**src/design/cft_pkg.sv**
```systemverilog
`default_nettype none
// ----------------------------------------------------------------------------
// cft_pkg
// Shared types and constants of the checksum frame transmitter.
// ----------------------------------------------------------------------------
package cft_pkg;

   localparam int unsigned HEADER_OVERHEAD = 4;
   localparam int unsigned MAX_PAYLOAD     = 255;
   localparam int unsigned QUEUE_DEPTH     = 2;
   localparam int unsigned QPTR_W          = (QUEUE_DEPTH > 1) ? $clog2(QUEUE_DEPTH) : 1;
   localparam int unsigned QCNT_W          = $clog2(QUEUE_DEPTH + 1);

   // register index decoded from paddr
   typedef enum logic [0:0] {
      CSR_FRAME_ID    = 1'b0,
      CSR_PAYLOAD_LEN = 1'b1
   } cft_csr_type;

   // position of a word inside the full frame sequence of one input
   typedef enum logic [2:0] {
      POS_ID     = 3'd0,
      POS_LEN_LO = 3'd1,
      POS_LEN_HI = 3'd2,
      POS_DATA   = 3'd3,
      POS_CSUM   = 3'd4
   } cft_pos_type;

   typedef struct packed {
      logic [7:0] frame_id;
      logic [7:0] payload_len;
   } cft_cfg_type;

   typedef struct packed {
      logic       first;
      logic       last;
      logic [7:0] frame_id;
      logic [7:0] len_lo;
      logic [7:0] len_hi;
      logic [7:0] data;
      logic [7:0] csum;
   } cft_job_type;

   typedef struct packed {
      logic full;
      logic empty;
   } cft_qstat_type;

endpackage
`default_nettype wire

```
**src/design/checksum_frame_transmitter_core.sv**
```systemverilog
`default_nettype none
// ----------------------------------------------------------------------------
// checksum_frame_transmitter_core
// Length-prefixed framer with an 8-bit additive checksum.
// ----------------------------------------------------------------------------
// The first word of an input passes the job queue, then the output register.
// The back end sends one output word per cycle unless rsp_stall holds it; an
// input yields a data word, led by three header words if first in its frame,
// trailed by the checksum word if last. A two-entry job queue lets inputs
// arrive back to back while words drain. Reset (synchronous): counters and
// sum clear, frame_id=0, payload_len=1, queue and output register empty.
module checksum_frame_transmitter_core (
   input  wire logic        clock,
   input  wire logic        reset,
   input  wire logic        req_valid,
   output logic             req_stall,
   input  wire logic [7:0]  req_payload_byte,
   output logic             rsp_valid,
   input  wire logic        rsp_stall,
   output logic [7:0]       rsp_out_byte,
   output logic             rsp_frame_end,
   output logic             rsp_run_end,
   input  wire logic        psel,
   input  wire logic        penable,
   input  wire logic        pwrite,
   input  wire logic [2:0]  paddr,
   input  wire logic [31:0] pwdata,
   output logic [31:0]      prdata,
   output logic             pready
);
   import cft_pkg::*;

   cft_cfg_type   cfg;
   cft_job_type   push_job;
   cft_job_type   head;
   cft_qstat_type qstat;
   logic          push;
   logic          pop;

   cft_csr u_csr (
      .clock   (clock),
      .reset   (reset),
      .psel    (psel),
      .penable (penable),
      .pwrite  (pwrite),
      .paddr   (paddr),
      .pwdata  (pwdata),
      .prdata  (prdata),
      .pready  (pready),
      .cfg     (cfg)
   );

   cft_front u_front (
      .clock            (clock),
      .reset            (reset),
      .req_valid        (req_valid),
      .req_stall        (req_stall),
      .req_payload_byte (req_payload_byte),
      .cfg              (cfg),
      .qstat            (qstat),
      .push             (push),
      .job              (push_job)
   );

   cft_queue u_queue (
      .clock    (clock),
      .reset    (reset),
      .push     (push),
      .push_job (push_job),
      .pop      (pop),
      .head     (head),
      .qstat    (qstat)
   );

   cft_back u_back (
      .clock         (clock),
      .reset         (reset),
      .head          (head),
      .qstat         (qstat),
      .pop           (pop),
      .rsp_valid     (rsp_valid),
      .rsp_stall     (rsp_stall),
      .rsp_out_byte  (rsp_out_byte),
      .rsp_frame_end (rsp_frame_end),
      .rsp_run_end   (rsp_run_end)
   );

`ifndef SYNTHESIS
   // checksum word is always the last word of its input
   a_csum_last: assert property (@(posedge clock) disable iff (reset)
      rsp_valid && rsp_frame_end |-> rsp_run_end)
      else $error("checksum word not marked as run end");

   a_no_overflow: assert property (@(posedge clock) disable iff (reset)
      qstat.full |-> !push)
      else $error("job queue overflow");

   a_no_pop_empty: assert property (@(posedge clock) disable iff (reset)
      qstat.empty |-> !pop)
      else $error("pop from empty job queue");

   a_reset_clear: assert property (@(posedge clock)
      reset |=> !rsp_valid && qstat.empty)
      else $error("output or queue not clear after reset");
`endif

endmodule
`default_nettype wire

```
**src/design/cft_csr.sv**
```systemverilog
`default_nettype none
// ----------------------------------------------------------------------------
// cft_csr
// APB-style register file: frame id and payload length.
// ----------------------------------------------------------------------------
module cft_csr (
   input  wire logic                 clock,
   input  wire logic                 reset,
   input  wire logic                 psel,
   input  wire logic                 penable,
   input  wire logic                 pwrite,
   input  wire logic [2:0]           paddr,
   input  wire logic [31:0]          pwdata,
   output logic      [31:0]          prdata,
   output logic                      pready,
   output cft_pkg::cft_cfg_type      cfg
);
   import cft_pkg::*;

   logic [7:0]  frame_id_ff, frame_id_in;
   logic [7:0]  payload_len_ff, payload_len_in;
   logic        wr_en;
   cft_csr_type sel;

   assign pready = 1'b1;
   assign wr_en  = psel & penable & pwrite;
   assign sel    = cft_csr_type'(paddr[2]);

   always_comb begin
      frame_id_in    = frame_id_ff;
      payload_len_in = payload_len_ff;
      if (wr_en) begin
         case (sel)
            CSR_FRAME_ID:    frame_id_in    = pwdata[7:0];
            CSR_PAYLOAD_LEN: payload_len_in = pwdata[7:0];
            default: ;
         endcase
      end
   end

   always_ff @(posedge clock) begin
      if (reset) begin
         frame_id_ff    <= 8'd0;
         payload_len_ff <= 8'd1;
      end else begin
         frame_id_ff    <= frame_id_in;
         payload_len_ff <= payload_len_in;
      end
   end

   always_comb begin
      case (sel)
         CSR_FRAME_ID:    prdata = {24'd0, frame_id_ff};
         CSR_PAYLOAD_LEN: prdata = {24'd0, payload_len_ff};
         default:         prdata = 32'd0;
      endcase
   end

   assign cfg.frame_id    = frame_id_ff;
   assign cfg.payload_len = payload_len_ff;

endmodule
`default_nettype wire

```
**src/design/cft_front.sv**
```systemverilog
`default_nettype none
// ----------------------------------------------------------------------------
// cft_front
// Takes payload words, tracks frame position and running sum, and builds
// one job per word (header, data and checksum bytes it must emit).
// ----------------------------------------------------------------------------
module cft_front (
   input  wire logic                 clock,
   input  wire logic                 reset,
   input  wire logic                 req_valid,
   output logic                      req_stall,
   input  wire logic [7:0]           req_payload_byte,
   input  wire cft_pkg::cft_cfg_type cfg,
   input  wire cft_pkg::cft_qstat_type qstat,
   output logic                      push,
   output cft_pkg::cft_job_type      job
);
   import cft_pkg::*;

   logic [7:0] index_ff, index_in;
   logic [7:0] sum_ff, sum_in;
   logic [7:0] eff_len;
   logic [8:0] total;
   logic [8:0] next_count;
   logic [7:0] base;
   logic [7:0] sum_after;
   logic       first;
   logic       last;

   assign req_stall = qstat.full;
   assign push      = req_valid & ~qstat.full;

   always_comb begin
      eff_len = (cfg.payload_len == 8'd0) ? 8'd1 : cfg.payload_len;
      if (9'(eff_len) > 9'(MAX_PAYLOAD))
         eff_len = 8'(MAX_PAYLOAD);
   end

   assign total      = 9'(eff_len) + 9'(HEADER_OVERHEAD);
   assign first      = (index_ff == 8'd0);
   assign next_count = 9'(index_ff) + 9'd1;
   assign last       = (next_count >= 9'(eff_len));

   // header bytes count toward the checksum on the first word
   assign base      = first ? (cfg.frame_id + total[7:0] + {7'd0, total[8]}) : sum_ff;
   assign sum_after = base + req_payload_byte;

   assign job.first    = first;
   assign job.last     = last;
   assign job.frame_id = cfg.frame_id;
   assign job.len_lo   = total[7:0];
   assign job.len_hi   = {7'd0, total[8]};
   assign job.data     = req_payload_byte;
   assign job.csum     = sum_after;

   always_comb begin
      index_in = index_ff;
      sum_in   = sum_ff;
      if (push) begin
         index_in = last ? 8'd0 : next_count[7:0];
         sum_in   = last ? 8'd0 : sum_after;
      end
   end

   always_ff @(posedge clock) begin
      if (reset) begin
         index_ff <= 8'd0;
         sum_ff   <= 8'd0;
      end else begin
         index_ff <= index_in;
         sum_ff   <= sum_in;
      end
   end

endmodule
`default_nettype wire

```
**src/design/cft_queue.sv**
```systemverilog
`default_nettype none
// ----------------------------------------------------------------------------
// cft_queue
// Short job queue between the front and back parts.
// ----------------------------------------------------------------------------
module cft_queue (
   input  wire logic                 clock,
   input  wire logic                 reset,
   input  wire logic                 push,
   input  wire cft_pkg::cft_job_type push_job,
   input  wire logic                 pop,
   output cft_pkg::cft_job_type      head,
   output cft_pkg::cft_qstat_type    qstat
);
   import cft_pkg::*;

   cft_job_type         entry_ff [QUEUE_DEPTH];
   logic [QPTR_W-1:0]   wr_ptr_ff, wr_ptr_in;
   logic [QPTR_W-1:0]   rd_ptr_ff, rd_ptr_in;
   logic [QCNT_W-1:0]   count_ff, count_in;

   function automatic logic [QPTR_W-1:0] ptr_inc(input logic [QPTR_W-1:0] p);
      return (32'(p) == QUEUE_DEPTH - 1) ? '0 : p + 1'b1;
   endfunction

   assign qstat.full  = (32'(count_ff) == QUEUE_DEPTH);
   assign qstat.empty = (count_ff == '0);
   assign head        = entry_ff[rd_ptr_ff];

   always_comb begin
      wr_ptr_in = push ? ptr_inc(wr_ptr_ff) : wr_ptr_ff;
      rd_ptr_in = pop  ? ptr_inc(rd_ptr_ff) : rd_ptr_ff;
      count_in  = count_ff;
      if (push && !pop)
         count_in = count_ff + 1'b1;
      else if (pop && !push)
         count_in = count_ff - 1'b1;
   end

   always_ff @(posedge clock) begin
      if (reset) begin
         wr_ptr_ff <= '0;
         rd_ptr_ff <= '0;
         count_ff  <= '0;
      end else begin
         wr_ptr_ff <= wr_ptr_in;
         rd_ptr_ff <= rd_ptr_in;
         count_ff  <= count_in;
      end
   end

   always_ff @(posedge clock) begin
      if (push)
         entry_ff[wr_ptr_ff] <= push_job;
   end

endmodule
`default_nettype wire

```
**src/design/cft_back.sv**
```systemverilog
`default_nettype none
// ----------------------------------------------------------------------------
// cft_back
// Expands each queued job into its frame words and loads them into the
// output register, one per cycle while rsp_stall does not hold it.
// ----------------------------------------------------------------------------
module cft_back (
   input  wire logic                   clock,
   input  wire logic                   reset,
   input  wire cft_pkg::cft_job_type   head,
   input  wire cft_pkg::cft_qstat_type qstat,
   output logic                        pop,
   output logic                        rsp_valid,
   input  wire logic                   rsp_stall,
   output logic [7:0]                  rsp_out_byte,
   output logic                        rsp_frame_end,
   output logic                        rsp_run_end
);
   import cft_pkg::*;

   logic        valid_ff, valid_in;
   logic [7:0]  byte_ff, byte_in;
   logic        fend_ff, fend_in;
   logic        rend_ff, rend_in;
   logic [2:0]  pos_ff, pos_in;
   logic        load;
   logic        job_done;
   cft_pos_type q;
   cft_pos_type q_last;

   assign load   = ~valid_ff | ~rsp_stall;
   // jobs without header start at the data word
   assign q      = cft_pos_type'(head.first ? pos_ff : pos_ff + 3'd3);
   assign q_last = head.last ? POS_CSUM : POS_DATA;
   assign job_done = (q == q_last);
   assign pop    = load & ~qstat.empty & job_done;

   always_comb begin
      valid_in = valid_ff;
      byte_in  = byte_ff;
      fend_in  = fend_ff;
      rend_in  = rend_ff;
      pos_in   = pos_ff;
      if (load) begin
         valid_in = ~qstat.empty;
         if (!qstat.empty) begin
            fend_in = (q == POS_CSUM);
            rend_in = job_done;
            pos_in  = job_done ? 3'd0 : pos_ff + 3'd1;
            case (q)
               POS_ID:     byte_in = head.frame_id;
               POS_LEN_LO: byte_in = head.len_lo;
               POS_LEN_HI: byte_in = head.len_hi;
               POS_DATA:   byte_in = head.data;
               POS_CSUM:   byte_in = head.csum;
               default:    byte_in = 8'd0;
            endcase
         end
      end
   end

   always_ff @(posedge clock) begin
      if (reset) begin
         valid_ff <= 1'b0;
         pos_ff   <= 3'd0;
      end else begin
         valid_ff <= valid_in;
         pos_ff   <= pos_in;
      end
   end

   always_ff @(posedge clock) begin
      byte_ff <= byte_in;
      fend_ff <= fend_in;
      rend_ff <= rend_in;
   end

   assign rsp_valid     = valid_ff;
   assign rsp_out_byte  = byte_ff;
   assign rsp_frame_end = fend_ff;
   assign rsp_run_end   = rend_ff;

endmodule
`default_nettype wire

```
**config.mk**
```make
export PLATFORM = sky130hd
export DESIGN_NAME = checksum_frame_transmitter_core
export DESIGN_NICKNAME = d
export VERILOG_FILES = /design/src/design/cft_pkg.sv /design/src/design/checksum_frame_transmitter_core.sv /design/src/design/cft_csr.sv /design/src/design/cft_front.sv /design/src/design/cft_queue.sv /design/src/design/cft_back.sv
export SDC_FILE = /design/constraint.sdc
export NUM_CORES = 1
export LEC_CHECK = 0
export BUFFER_PORTS_ARGS = -buffer_cell sky130_fd_sc_hd__buf_4
export CAP_MARGIN = 20
export CORE_AREA = 5 5 122 124
export CTS_CLUSTER_SIZE = 14
export DETAILED_ROUTE_END_ITERATION = 16
export DIE_AREA = 0 0 127 129
export PLACE_DENSITY = 0.65
export SLEW_MARGIN = 25
export SYNTH_ARGS = -nofsm -noshare
export SYNTH_HDL_FRONTEND = slang
export SYNTH_SLANG_ARGS = --single-unit
```
**constraint.sdc**
```tcl
create_clock -name clock -period 4.8 [get_ports clock]
set_clock_uncertainty 0.05 [all_clocks]
set_input_delay 0.48 -clock clock [delete_from_list [all_inputs] [get_ports clock]]
set_output_delay 0.48 -clock clock [all_outputs]
set_load 0.05 [all_outputs]
```
==> key figures, run 1 <==
Power and ir drop
  – Peak supply drop: 0.247 mV
  – Pint: 0.00234 W
  – Sequential share of power: 40.2%
  – Switch share: 29.8%
  – Pwr dens: 476 nW/um2
  – P_leak: 2.64 nW
  – Total Power: 0.00333 W
  – NetSw: 0.000993 W
  – Comb power frac: 22.9%
  – Clk pwr share: 36.9%

Global routing
  – Initial antenna violation count: 0
  – Gr ovfl total: 0
  – First-pass GRT wire length: 20100 um
  – Gr usage total: 15.9%
  – Number of global-route vias before repair: 3878
  – Largest net degree at the start of global routing: 43

Logic synthesis
  – Register area share after synthesis: 53.4%
  – Yosys cell types: 50
  – Top-area cell type share of the netlist area: 39.8%
  – Xor-xnor portion of the synthesized cell area: 4.29%
  – Post-synthesis simple-gate area fraction: 12.2%
  – Area contributors post-synth: edfxtp_1 (40%), dfxtp_1 (14%), ha_1 (5.8%)
  – EDFF count, synth: 80
  – Largest family of logic cells by synthesized area: simple AND/OR/NAND/NOR gates
  – Post-synthesis cell area: 6030 um2
  – FF+latch count, synth: 121
  – Synth Area per Inst: 11.1 um2
  – Multiplexer share of the synthesized area: 7.88%
  – Synth Area in Compound Gates: 8.92%
  – Yosys warning total: 0
  – Post-Syn Instances: 542
  – Top FF cell, synth: edfxtp_1
  – Adder-cell share of the synthesized area: 6.80%
  – Yosys top cell by area: edfxtp_1
  – Async set-reset flop share out of synthesis: 0%

Routing
  – Vias: 4071
  – DRC violations left: 0
  – Routed length per instance: 16.2 um
  – First drt pass iteration count: 5
  – Routed WL: 12600 um
  – Detailed Route Iter0 Violations: 269
  – DR vias/cell: 5.25
  – Antenna viol nets, final: 0

Worst setup path
  – Worst Path Max Fanout: 7
  – CP startpoint kind: flip-flop
  – Crit Path Category: flip-flop to flip-flop
  – Crit path largest cell delay: 430 ps
  – Worst Path Arrival: 4690 ps
  – Worst EP required: 5060 ps
  – Critical Path Slowest Stage Cell: fa_1
  – Critical Path Sink Type: flip-flop
  – Critical-path cell list: inv_1, ha_1, nor4b_1, nand2_1, nand2b_1, inv_1, fa_1, fa_1, xor2_1, o21ai_0, ha_1, o21ai_0, nor2_1, or4_1, a31oi_1, xnor2_1, xnor2_1, a31o_2

STA
  – RSZ-0062 raised after global routing: false
  – Crit path time final: 4430 ps
  – Tcrit/Tclk final: 92.4%
  – Final Hold Violating Endpoints: 0
  – Maximum clock rate: 226 MHz
  – WHS: 221 ps
  – Total negative slack: 0 ps
  – Least-Margin Pin Slew: 712 ps
  – Slew HR: 52.4%
  – Endpoints failing setup: 0
  – Fin. max-slew vios: 0

Floorplan
  – Die height: 129 um
  – Die width: 127 um
  – Die ar.: 16400 um2
  – Top-level port count: 95
  – # rows: 43
  – Starting density of the core: 44.1%
  – CORE AREA: 13700 um2

Clocking
  – Hold-fix buffers, CTS: 0
  – CTS tree: built
  – Clock Pin Slew Worst Setup and Hold Paths: 50 ps
  – # H-tree levels: 4
  – Clk buf depth: 2
  – Root Driver: clkbuf_16
  – Clock latency on the worst-skew pair: 420 ps
  – Cts bufs inserted: 17
  – # clock sinks: 121

Placement
  – Placed cell areas: 6430 um2
  – I/O Buffers: 43
  – Gpl congestion: 0.788
  – Cell Count Post-Placement: 744
  – Final HPWL DP: 8960 um

Layout
  – ANT cells: 0
  – Final Net Count: 664
  – Design area: 7000 um2
  – Number of non-filler instances in the completed layout: 776
  – Share of cells above drive strength 1: 15.8%
  – Commonest non-fill, non-tap cell in the layout: edfxtp_1
  – Fill cells: 1249
  – Area growth syn-to-layout: 16.0%
  – Commonest cells after routing, fill and taps aside: edfxtp_1 (80), nand2_1 (68), buf_4 (49)

Flow run
  – MaxCap Viol Count: 0

Status
  – Run status: completed

Hold path
  – Worst Hold Class: input port to flip-flop
-- logic make-up after synthesis --
kind of cell               after synthesis
and+or+nand+nor                        157
DFF                                    121
AOI/OAI and AO/OA                       94
buffers and inverters                   74
muxes                                   35
adders and majority gates               31
xor gates and xnor gates                28
other                                    2
-- per-stage QoR --
stage / utilization [%] / setup slack [ps]
2_1_floorplan: - / 891
3_3_place_gp: 47.0 / 406
3_5_place_dp: 47.0 / 330
4_1_cts: 51.2 / 285
5_1_grt: 51.2 / 9.56
6_report: 51.2 / 367
-- sequential cells by signal (all words and copies together), names as in the netlist, 2 cells and up, named ones only --
register,cells
u_csr.frame_id_ff,8
u_front.index_ff,8
u_csr.payload_len_ff,8
u_queue.count_ff,2
u_back.pos_ff,3
u_back.rsp_out_byte,8
u_queue.entry_ff,70
u_front.sum_ff,8
-- worst max-delay path, delay by kind of cell (launching register included) --
family / cells / cell delay [ps]
compound gates: 4 / 870
xor+xnor: 3 / 500
fa+ha+maj: 4 / 1290
buf+inv: 2 / 190
flops: 1 / 370
simple gates: 5 / 1060
-- layer usage --
metal	part of all wire, %	wire (um)	GRT usage, %	vias to the layer above
li1	-	-	-	1980
met4	1.3	164	5.93	0
met1	45	5620	20.8	1970
met2	48	6040	25.3	105
met5	0	0	0	-
met3	5.8	734	4.82	16
-- timing repair --
action | 4_1_cts | 5_1_grt
buffers inserted | 0 | 0
resized for setup | 0 | 1
endpoints found under the setup margin | 0 | 1
-- worst paths after layout --
kind,slack [ps],startpoint,end,depth (start not counted)
max reg2reg,370,u_csr.payload_len_ff[2],u_front.sum_ff[7],18
max,370,u_csr.payload_len_ff[2],u_front.sum_ff[7],18
min reg2reg,400,u_front.sum_ff[0],u_front.sum_ff[0],2
min,220,req_payload_byte[2],u_queue.entry_ff[0][10],1
-- cell type report --
class | count | area, um2 | share of cell area (%)
repair buffers | 49 | 368 | 5.26
flip-flops and latches | 121 | 3220 | 46.1
multi-input cells | 370 | 2520 | 36.1
clock inverters | 12 | 131 | 1.88
clock buffers | 20 | 437 | 6.24
inverters | 24 | 90.1 | 1.29
well taps | 180 | 225 | 3.22
-- cells in the mapped netlist (5+ instances only) --
cell type and instances:
a21o_1 6, a21oi_1 44, a31oi_1 5, and3_1 5
buf_4 25, clkbuf_1 18, dfxtp_1 41, edfxtp_1 80
ha_1 28, inv_1 24, mux2_2 6, mux2i_1 19
mux4_2 8, nand2_1 68, nand2b_1 9, nand3_1 26
nor2_1 19, nor3_1 13, o21ai_0 18, o22ai_1 9
xnor2_1 17, xor2_1 10
-- power groups by stage --
| stage | sequential (W) | combinational, W | clock, W |
|---|---|---|---|
| after floorplan | 0.00148 | 0.000444 | 0 |
| after global placement | 0.00135 | 0.000748 | 0 |
| after detailed placement | 0.00136 | 0.000765 | 0 |
| after CTS | 0.00134 | 0.000770 | 0.00125 |
| after global routing | 0.00135 | 0.000823 | 0.00129 |
| final | 0.00134 | 0.000762 | 0.00123 |
No activity file was read; power rests on OpenSTA's default activity.
==> run 2, diff against run 1 <==
--- a/config.mk
+++ b/config.mk
@@ -7,11 +7,10 @@
 export LEC_CHECK = 0
 export BUFFER_PORTS_ARGS = -buffer_cell sky130_fd_sc_hd__buf_4
 export CAP_MARGIN = 20
-export CORE_AREA = 5 5 122 124
+export CORE_AREA = 5 5 110 138
 export CTS_CLUSTER_SIZE = 14
 export DETAILED_ROUTE_END_ITERATION = 16
-export DIE_AREA = 0 0 127 129
-export PLACE_DENSITY = 0.65
+export DIE_AREA = 0 0 115 143
 export SLEW_MARGIN = 25
 export SYNTH_ARGS = -nofsm -noshare
 export SYNTH_HDL_FRONTEND = slang
==> key figures, run 2 (synthesis results as in run 1) <==
Status
  – Run status: completed (unchanged)

Worst setup path
  – Critical Path Sink Type: flip-flop (unchanged)
  – R2r setup slk: 330 ps (was 370 ps)
  – CP startpoint kind: flip-flop (unchanged)
  – CP dominant cell by count: xnor2_1
  – Kind of cell adding the most delay to the critical path: simple AND/OR/NAND/NOR gates (was adder cells)
  – Critical Path Slowest Stage Cell: or4_1 (was fa_1)
  – Worst Setup SP: u_csr.payload_len_ff[2] (unchanged)
  – Worst EP required: 5040 ps (was 5060 ps)
  – Worst R2R Start: u_csr.payload_len_ff[2] (unchanged)
  – WP buf/inv: 2 (unchanged)
  – Crit path largest cell delay: 510 ps (was 430 ps)
  – Critical-path cell list: inv_1, ha_1, nor4b_1, nand2_1, nand2b_1, inv_1, fa_1, fa_1, nor2b_1, o21ai_0, nand2b_1, xnor2_1, o21ai_0, ha_1, or4_1, a31oi_1, xnor2_1, xnor2_1, a31o_2 (was inv_1, ha_1, nor4b_1, nand2_1, nand2b_1, inv_1, fa_1, fa_1, xor2_1, o21ai_0, ha_1, o21ai_0, nor2_1, or4_1, a31oi_1, xnor2_1, xnor2_1, a31o_2)
  – Worst Path Max Fanout: 7 (unchanged)
  – Worst Path Arrival: 4710 ps (was 4690 ps)
  – RR Endpoint: u_front.sum_ff[7] (unchanged)
  – Path depth of the worst reg2reg path: 19 (was 18)
  – Crit Path Category: flip-flop to flip-flop (unchanged)

Layout
  – Share of cells above drive strength 1: 16.1% (was 15.8%)
  – Largest register by flop count: u_queue.entry_ff (unchanged)
  – Final Net Count: 664 (unchanged)
  – ANT cells: 0 (unchanged)
  – Largest register FFs: 70 (unchanged)
  – Commonest non-fill, non-tap cell in the layout: edfxtp_1 (unchanged)
  – Commonest cells after routing, fill and taps aside: edfxtp_1 (80), nand2_1 (68), buf_4 (49) (unchanged)
  – Area growth syn-to-layout: 16.1% (was 16.0%)

Global routing
  – First-pass GRT wire length: 20700 um (was 20100 um)
  – Gr ovfl total: 0 (unchanged)
  – Largest net degree at the start of global routing: 43 (unchanged)
  – Gr usage total: 16.4% (was 15.9%)
  – Number of global-route vias before repair: 4151 (was 3878)
  – Initial antenna violation count: 0 (unchanged)

Clocking
  – Clk buf depth: 2 (unchanged)
  – Total setup buffers inserted after CTS: 0 (unchanged)
  – # clock sinks: 121 (unchanged)
  – CTS tree: built (unchanged)
  – # H-tree levels: 4 (unchanged)
  – Clock latency on the worst-skew pair: 400 ps (was 420 ps)
  – Clock Pin Slew Worst Setup and Hold Paths: 50 ps (about the same)
  – Root Driver: clkbuf_16 (unchanged)
  – Cts bufs inserted: 17 (unchanged)

Floorplan
  – Die width: 115 um (was 127 um)
  – Die height: 143 um (was 129 um)
  – Top-level port count: 95 (unchanged)
  – CORE AREA: 13700 um2 (about the same)
  – Die ar.: 16400 um2 (about the same)
  – Starting density of the core: 44.0% (was 44.1%)
  – # rows: 48 (was 43)

STA
  – Crit path time final: 4470 ps (was 4430 ps)
  – Tcrit/Tclk final: 93.1% (was 92.4%)
  – Fin. max-slew vios: 0 (unchanged)
  – Slew HR: 49.3% (was 52.4%)
  – Maximum clock rate: 224 MHz (was 226 MHz)
  – Final Hold Violating Endpoints: 0 (unchanged)
  – WHS: 235 ps (was 221 ps)
  – Least-Margin Pin Slew: 759 ps (was 712 ps)
  – Endpoints failing setup: 0 (unchanged)
  – RSZ-0062 raised after global routing: false (unchanged)
  – Total negative slack: 0 ps (unchanged)

Routing
  – Antenna viol nets, final: 0 (unchanged)
  – DRC violations left: 0 (unchanged)
  – DR vias/cell: 5.22 (was 5.25)
  – Routed length per instance: 16.5 um (was 16.2 um)
  – Detailed Route Iter0 Violations: 242 (was 269)
  – Vias: 4028 (was 4071)
  – Routed WL: 12700 um (was 12600 um)
  – First drt pass iteration count: 5 (unchanged)

Hold path
  – Worst Hold Class: input port to flip-flop (unchanged)
  – Hold Path End: u_queue.entry_ff[1][13] (was u_queue.entry_ff[0][10])
  – Hold path depth: 1 (unchanged)
  – Hold Crit Start: req_payload_byte[5] (was req_payload_byte[2])

Placement
  – Gpl congestion: 0.813 (was 0.788)
  – Final HPWL DP: 9110 um (was 8960 um)
  – I/O Buffers: 43 (unchanged)

Power and ir drop
  – P_leak: 2.65 nW (was 2.64 nW)
  – Pwr dens: 477 nW/um2 (was 476 nW/um2)
  – Peak supply drop: 0.265 mV (was 0.247 mV)

Flow run
  – MaxCap Viol Count: 0 (unchanged)
-- run 2: cell types whose count changed in the layout (fill, tap and decap cells not counted), sizes merged --
cell | before | now
clkbuf | 20 | 22
clkinv | 8 | 6
-- run 2: what timing repair did --
action,CTS,global route
setup endpoints to repair,0,3
hold buffers,0,0
resized for setup,0,1
-- run 2: how the worst max path moves through the flow --
| stage | endpoint | slack [ps] | cells past startpoint |
|---|---|---|---|
| after floorplan | u_front.sum_ff[7] | 890 | 17 |
| after global placement | u_front.sum_ff[7] | 400 | 17 |
| after detailed placement | u_front.sum_ff[7] | 350 | 17 |
| after CTS | u_front.sum_ff[7] | 260 | 17 |
| after global routing | u_front.sum_ff[7] | 0.6 | 17 |
| final | u_front.sum_ff[7] | 330 | 19 |
-- run 2: metal layers --
metal,part of all wire [%],wire (um),vias up,global-route usage [%]
li1,-,-,1973,-
met2,54,6860,90,29.5
met4,2.4,303,0,7.42
met3,4.4,556,20,4.11
met5,0,0,-,0
met1,39,4980,1945,18.0
-- run 2: final cells by class --
cell class,count,area [um2]
clock buffer,22,454
timing repair buffer,49,368
fill,1243,6690
multi-input combinational,370,2520
tap,175,219
inverter,24,90.1
sequential,121,3220
clock inverter,10,125
-- run 2: through the flow --
stage	instances	power, W	cell area, um2	utilization [%]	setup WS (ps)
finish	771	0.00334	7000	51.1	333
global route	771	0.00349	7000	51.1	0.588
CTS	771	0.00338	7000	51.1	255
detailed placement	739	0.00213	6420	46.9	351
global placement	739	0.00211	6410	46.8	404
floorplan	565	0.00192	6120	-	891
-- run 2: where the power goes --
group	switching (W)	internal, W
Sequential	0.0000481	0.00129
Clock	0.000417	0.000822
Combinational	0.000520	0.000247
